## src/idwa_pkg.sv

```systemverilog
// Package for the inverse distance weight accumulator core.
// Holds widths, saturation bounds and shared types; no dependencies.
`timescale 1ns / 1ps
package idwa_pkg;
    localparam int GRID_POINTS = 16384;
    localparam int IDX_W = 14;
    localparam int SUM_W = 56;
    localparam int D2_W = 36;
    localparam int RAD_W = 52;
    localparam int ROOT_W = 26;
    localparam int W_W = 33;
    localparam int NUM_W = 41;
    localparam int PROD_W = 66;
    localparam logic signed [SUM_W:0] SUM_MAX = 57'sd36028797018963967;
    localparam logic signed [SUM_W:0] SUM_MIN = -57'sd36028797018963968;

    typedef struct packed {
        logic start;
        logic [D2_W-1:0] d2;
    } wcalc_req_t;

    typedef struct packed {
        logic done;
        logic [W_W-1:0] weight;
    } wcalc_rsp_t;

    function automatic logic signed [SUM_W-1:0] sat_add(
        input logic signed [SUM_W-1:0] a,
        input logic signed [SUM_W-1:0] b,
        input logic signed [SUM_W:0] lo);
        logic signed [SUM_W:0] s;
        s = {a[SUM_W-1], a} + {b[SUM_W-1], b};
        if (s > SUM_MAX) return SUM_MAX[SUM_W-1:0];
        if (s < lo) return lo[SUM_W-1:0];
        return s[SUM_W-1:0];
    endfunction
endpackage

```

## src/idwa_wcalc.sv

```systemverilog
// Weight unit: bit-serial square root then bit-serial restoring division.
// Depends on idwa_pkg. Produces floor(2^40 / floor(sqrt(d2 * 2^16))).
`timescale 1ns / 1ps
module idwa_wcalc
(
    input  logic                clk,
    input  logic                rst_n,
    input  idwa_pkg::wcalc_req_t req,
    output idwa_pkg::wcalc_rsp_t rsp
);
    typedef enum logic [2:0] {
        W_IDLE = 3'b001,
        W_SQRT = 3'b010,
        W_DIV  = 3'b100
    } wstate_t;

    wstate_t state_reg;
    logic [5:0] cnt_reg;
    logic [idwa_pkg::RAD_W-1:0] rad_reg;
    logic [idwa_pkg::ROOT_W+1:0] rem_reg;
    logic [idwa_pkg::ROOT_W-1:0] root_reg;
    logic [idwa_pkg::NUM_W-1:0] quo_reg;
    logic [idwa_pkg::ROOT_W:0] drem_reg;
    logic done_reg;

    logic [idwa_pkg::ROOT_W+1:0] trial;
    logic [idwa_pkg::ROOT_W+1:0] rem_sh;
    logic [idwa_pkg::ROOT_W+1:0] dtrial;

    always_comb
    begin
        rem_sh = {rem_reg[idwa_pkg::ROOT_W-1:0], rad_reg[idwa_pkg::RAD_W-1 -: 2]};
        trial = {root_reg, 2'b01};
        dtrial = {drem_reg, quo_reg[idwa_pkg::NUM_W-1]} - {2'b00, root_reg};
    end

    always_ff @(posedge clk or negedge rst_n)
    begin
        if (!rst_n)
        begin
            state_reg <= W_IDLE;
            cnt_reg <= '0;
            done_reg <= 1'b0;
        end
        else
        begin
            done_reg <= 1'b0;
            case (state_reg)
                W_IDLE:
                begin
                    if (req.start)
                    begin
                        state_reg <= W_SQRT;
                        cnt_reg <= 6'(idwa_pkg::ROOT_W - 1);
                    end
                end
                W_SQRT:
                begin
                    if (cnt_reg == '0)
                    begin
                        state_reg <= W_DIV;
                        cnt_reg <= 6'(idwa_pkg::NUM_W - 1);
                    end
                    else
                        cnt_reg <= cnt_reg - 6'd1;
                end
                W_DIV:
                begin
                    if (cnt_reg == '0)
                    begin
                        state_reg <= W_IDLE;
                        done_reg <= 1'b1;
                    end
                    else
                        cnt_reg <= cnt_reg - 6'd1;
                end
                default: state_reg <= W_IDLE;
            endcase
        end
    end

    always_ff @(posedge clk)
    begin
        case (state_reg)
            W_IDLE:
            begin
                rad_reg <= {req.d2, 16'd0};
                rem_reg <= '0;
                root_reg <= '0;
                quo_reg <= {1'b1, 40'd0};
                drem_reg <= '0;
            end
            W_SQRT:
            begin
                rad_reg <= {rad_reg[idwa_pkg::RAD_W-3:0], 2'b00};
                if (rem_sh >= trial)
                begin
                    rem_reg <= rem_sh - trial;
                    root_reg <= {root_reg[idwa_pkg::ROOT_W-2:0], 1'b1};
                end
                else
                begin
                    rem_reg <= rem_sh;
                    root_reg <= {root_reg[idwa_pkg::ROOT_W-2:0], 1'b0};
                end
            end
            W_DIV:
            begin
                // restoring step: shift in one numerator bit, try subtract
                if (!dtrial[idwa_pkg::ROOT_W+1])
                begin
                    drem_reg <= dtrial[idwa_pkg::ROOT_W:0];
                    quo_reg <= {quo_reg[idwa_pkg::NUM_W-2:0], 1'b1};
                end
                else
                begin
                    drem_reg <= {drem_reg[idwa_pkg::ROOT_W-1:0], quo_reg[idwa_pkg::NUM_W-1]};
                    quo_reg <= {quo_reg[idwa_pkg::NUM_W-2:0], 1'b0};
                end
            end
            default: ;
        endcase
    end

    assign rsp.done = done_reg;
    assign rsp.weight = quo_reg[idwa_pkg::W_W-1:0];
endmodule

```

## config.mk

```make
export PLATFORM = sky130hd
export DESIGN_NAME = idwa_wcalc
export DESIGN_NICKNAME = d
export VERILOG_FILES = /design/src/idwa_pkg.sv /design/src/idwa_wcalc.sv
export SDC_FILE = /design/constraint.sdc
export NUM_CORES = 1
export LEC_CHECK = 0
export BUFFER_PORTS_ARGS = -buffer_cell sky130_fd_sc_hd__clkbuf_2
export CORE_ASPECT_RATIO = 0.6
export CORE_MARGIN = 4
export CORE_UTILIZATION = 45
export CTS_BUF_LIST = sky130_fd_sc_hd__clkbuf_8
export DETAILED_ROUTE_END_ITERATION = 7
export PLACE_DENSITY = 0.71
export SETUP_SLACK_MARGIN = 0.1
export SYNTH_ARGS = -nofsm -noshare
export SYNTH_HDL_FRONTEND = slang
export SYNTH_SLANG_ARGS = --single-unit
export TNS_END_PERCENT = 5
```

## constraint.sdc

```tcl
create_clock -name clk -period 5.95 [get_ports clk]
set_input_delay 0.595 -clock clk [delete_from_list [all_inputs] [get_ports clk]]
set_output_delay 0.595 -clock clk [all_outputs]
set_load 0.01 [all_outputs]
```

# Word-level counts from Yosys, hierarchy flattened
# Cells that the tools add are included.
# Widths: inputs -> output; s select.
# totals
regBits	182
output_inout_bits	34
wordCells	44
# op_classes
add_sub_neg	3
magnitude_cmp	1
n_eq_ne	7
n_mux	19
reduce_logical	6
# op_table
operator	count
$pmux 26 s2	2
$pmux 52 s2	1
$pmux 41 s2	1
$pmux 27 s2	1
$ge 28x28->1	1
$sub 28x26->28	1
$mux 27	1
$mux 26	1
$sub 26x26->26	1
$mux 6	3
$pmux 6 s3	1
$mux 3	3
$pmux 3 s3	1
$ne 2x2->1 const B	4
$logic_not 6->1	1
$reduce_and 3->1	2
$sub 6x1->6 const B	1
$mux 1	4
$reduce_bool 2->1	2
$eq 3x1->1 const B	1
$eq 3x2->1 const B	1
$eq 3x3->1 const B	1
$reduce_bool 3->1	1

# Logic depth before layout (Yosys ltp)
# logic_depth
ltp_word	3
mapped_depth	13
mapped_depth_nobuf	12

# Least setup slack after synthesis
# OpenSTA, ideal clock, no wires.
# synth_path
path_type	register -> register
startpoint	register state_reg[0]
endpoint	register rad_reg[16] (netlist bit), enable pin
arrival_ps	4542
required_time_ps	5415
slack_ps	873
path_stages_with_launch	4
n_path_buf	1
period_less_slack_ps	5077
cell_sequence	dfstp_2 clkbuf_1 xnor2_1 nor2_1
# synth_via
elab_chain_cells	2
# synth_rtl
element	line	rtl
from (decl)	idwa_wcalc.sv:17	wstate_t state_reg;
from (signal assigned)	idwa_wcalc.sv:41	state_reg <= W_IDLE;
from (signal assigned)	idwa_wcalc.sv:53	state_reg <= W_SQRT;
from (signal assigned)	idwa_wcalc.sv:61	state_reg <= W_DIV;
$eq 3x2->1 or $eq 3x1->1 (tied branches)	idwa_wcalc.sv:84	case (state_reg)
$reduce_bool 2->1 (no source line) (*)	--	
to (signal assigned)	idwa_wcalc.sv:87	rad_reg <= {req.d2, 16'd0};
to (signal assigned)	idwa_wcalc.sv:95	rad_reg <= {rad_reg[idwa_pkg::RAD_W-3:0], 2'b00};
to (decl)	idwa_wcalc.sv:19	logic [idwa_pkg::RAD_W-1:0] rad_reg;
# Every way passes the cells marked *; elsewhere a longest branch is shown, timed or not.
# A chain may end at the register's enable or synchronous reset.

# Worst setup path after layout
# layout_path
startpoint	register root_reg[6] (netlist bit)
endpoint	register drem_reg[0] (netlist bit), data pin
# layout_via
elab_chain_cells	3
# layout_rtl
element	line	rtl
from (decl)	idwa_wcalc.sv:21	logic [idwa_pkg::ROOT_W-1:0] root_reg;
from (signal assigned)	idwa_wcalc.sv:99	root_reg <= {root_reg[idwa_pkg::ROOT_W-2:0], 1'b1};
from (signal assigned)	idwa_wcalc.sv:104	root_reg <= {root_reg[idwa_pkg::ROOT_W-2:0], 1'b0};
$sub 28x26->28	idwa_wcalc.sv:34	dtrial = {drem_reg, quo_reg[idwa_pkg::NUM_W-1]} - {2'b00, root_reg};
$mux 27	idwa_wcalc.sv:110	if (!dtrial[idwa_pkg::ROOT_W+1])
$pmux 27 s2	idwa_wcalc.sv:84	
to (signal assigned)	idwa_wcalc.sv:112	drem_reg <= dtrial[idwa_pkg::ROOT_W:0];
to (signal assigned)	idwa_wcalc.sv:117	drem_reg <= {drem_reg[idwa_pkg::ROOT_W-1:0], quo_reg[idwa_pkg::NUM_W-1]};
to (decl)	idwa_wcalc.sv:23	logic [idwa_pkg::ROOT_W:0] drem_reg;
# No other way between the ends.

==> impl_metrics.tcl <==
set metrics [dict create \
    diodes 0 \
    reg2reg_to "drem_reg[0]" \
    insertion_delay_ns 0.47 \
    drive_gt1_frac 0.125 \
    grt_pass1_wl_um 36000 \
    io_pins 73 \
    synth_commonest_cells "edfxtp_1, nand2_1, nor2_1" \
    rsz0062_at_grt "no" \
    yosysTopAreaCell "edfxtp_1" \
    netlist_instances 1001 \
    areaGrowthSynthToFinish_pct 7.64 \
    synth_edf_count 156 \
    cts_sinks 166 \
    grt_usage 0.180 \
    portBuffers 72 \
    crit_chain "inv_1, ha_1, o21ai_0, o21bai_1, o211ai_2, a311oi_1, and3_4, or3_1, a21oi_1, a311oi_2" \
    die_height_um 124 \
    synth.avg_cell_area_um2 10.1 \
    placementRows 42 \
    cp.required_ns 6.24 \
    multi_input_area_mm2 0.00459 \
    globalplace.congestion 0.890 \
    clk_path_buf_depth 2 \
    timing_hold_violations_final 0 \
    slew_violations 0 \
    setup_violations 0 \
    worstSetupPathDepth 10 \
    synth.top_cell.area_share 0.465 \
    core_area_mm2 0.0220 \
    ys_ff_latch 166 \
    synthTopCellsByArea "edfxtp_1, ha_1, nand2_1, a21oi_1, nor2_1" \
    start_util 0.458 \
    max_stage_delay_ns 0.93 \
    first_global_vias 6849 \
    post_cts_buffers 0 \
    critical_path_class "register to register" \
    endpoint "drem_reg[0]" \
    grt_max_degree 89 \
    crit_family "compound AO/OA/AOI/OAI gates" \
    cap_violations 0 \
    cts_buffers 17 \
    r2r_cells 10 \
    cts_tree "done" \
    drc 0 \
    antenna_found_initial 0 \
    largest_reg_flops 41 \
    outcome "completed" \
    syn_area_mm2 0.0101 \
    gr-total-overflow 0 \
    drt_pass1_iterations 5 \
    min_period_ns 4.05 \
    drtIter0Drc 754 \
    crit_buf_inv 1 \
    wire_per_inst_um 16.7 \
    grt_use_met2 0.235 \
    cp_max_fo 28 \
    globalRouteMet3Util 0.0474 \
    synthFlopType "edfxtp_1" \
    synth.most_common_cell "edfxtp_1" \
    startpoint "root_reg[6]" \
    die_x_um 201 \
    synth-seq-area-share 0.490 \
    clockRootBuffer "clkbuf_8" \
    die-area_mm2 0.0249 \
    reg2reg_slack_ns 1.90 \
    slowest_stage "or3_1" \
    nets 1120 \
    layout.area.seq_mm2 0.00494 \
    cts_max_level 4 \
    tightest_slew_ns 1.22 \
    cts.clk_slew.worst_paths_ns 0.09 \
    ant_nets 0 \
    grt_busiest_layer "met1" \
    synth_nets 1097 \
    crit_path_start_kind "register" \
    synthArstFlopShare 0.0602 \
    skew_ns 0.0125 \
    worst_r2r_startpoint "root_reg[6]" \
    hold_class "primary input to register" \
    fin_tns_setup_ns 0 \
    fin_crit_sh 0.680 \
    vias_per_cell 5.54 \
    yosysUniqueCellTypes 70 \
    hpwl_um 15100 \
    cp.arrival_ns 4.33 \
    holdPathStages 3 \
    yosysWarnings 0 \
    maxClockFrequency_mhz 247 \
    max-slew-margin-rel 0.185 \
    crit_path_end_kind "register" \
    grtUsageMet1 0.288 \
    dr_total_vias 7325 \
    fillers 2004 \
    wirelength_um 22000 \
]
[what timing repair did]
item                                   4_1_cts  5_1_grt
hold buffers                                 1        0
endpoints found under the hold margin        9        0
gates resized for setup                      0        0
[worst min path at each step]
stage / end / startpoint
2_1_floorplan: cnt_reg[0] / rst_n
3_3_place_gp: cnt_reg[5] / rst_n
3_5_place_dp: cnt_reg[4] / rst_n
4_1_cts: state_reg[1] / req[36]
5_1_grt: rad_reg[17] / req[1]
6_report: state_reg[1] / req[36]
[cell families after synthesis]
group,count (synthesis),synth area share
AOI/OAI and AO/OA,232,0.153
and+or+nand+nor,363,0.167
buffers and inverters,116,0.0579
DFF,166,0.490
xor gates and xnor gates,43,0.0373
adders and majority gates,57,0.0715
muxes,24,0.0239
[per-layer routing]
metal / wire length (um) / vias to the layer above
li1: - / 3619
met1: 11500 / 3450
met2: 8530 / 237
met3: 1820 / 19
met4: 229 / 0
met5: 0 / -
[worst min-delay path, delay by kind of cell]
kind,cells,cell delay [ns]
AOI/OAI and AO/OA,1,0.06
buffers and inverters,1,0.09
and+or+nand+nor,1,0.07
[cells in the final DEF, fill, tap and decap left out, types with 3 or more instances in the layout]
cell type	synthesis	final
inv_1	40	42
o31ai_1	5	5
a21o_1	24	24
buf_4	35	7
a311oi_2	5	5
xnor2_1	35	35
nor2_1	93	91
bufinv_16	0	3
o21a_1	7	7
nand4_1	6	6
a31oi_1	6	6
o21bai_1	4	4
mux2i_1	23	23
and3_1	6	6
and2_1	45	45
a211oi_1	12	12
nor3_1	12	12
ha_1	56	56
a211o_1	5	5
a21oi_1	73	73
a41oi_1	3	3
or3_1	6	6
o211ai_1	10	10
a311oi_1	3	3
nand3_1	27	27
o21ai_0	42	42
clkbuf_2	2	72
nand3b_1	5	5
edfxtp_1	156	156
o31a_1	3	3
o21ai_1	7	7
xor2_1	8	8
dfrtp_1	9	9
o41ai_1	3	3
nand2_1	135	134
nor2b_1	7	7
clkinvlp_4	0	4
clkbuf_8	0	17
nand2b_1	8	8
[final cells by class]
| cell class | count | area share |
|---|---|---|
| clock buffers | 17 | 0.0216 |
| clock inverters | 14 | 0.0149 |
| inverters | 40 | 0.0138 |
| multi-input cells | 719 | 0.423 |
| flip-flops and latches | 166 | 0.455 |
| well taps | 286 | 0.0330 |
| repair buffers | 80 | 0.0390 |
[stage by stage]
step	cell area, um2	setup WS [ns]	util	hold WS [ns]	instances
2_1_floorplan	10100	0.873	-	0.299	1001
4_1_cts	10900	1.95	0.493	0.341	1322
3_5_place_dp	10400	1.97	0.475	0.480	1290
6_report	10900	1.90	0.493	0.379	1322
5_1_grt	10900	1.66	0.493	0.362	1322
3_3_place_gp	10400	2.15	0.475	0.477	1290
Power is left out: the tool's default activity adds up to more than one toggle a clock period on the data nets, which glitch-free logic cannot reach.
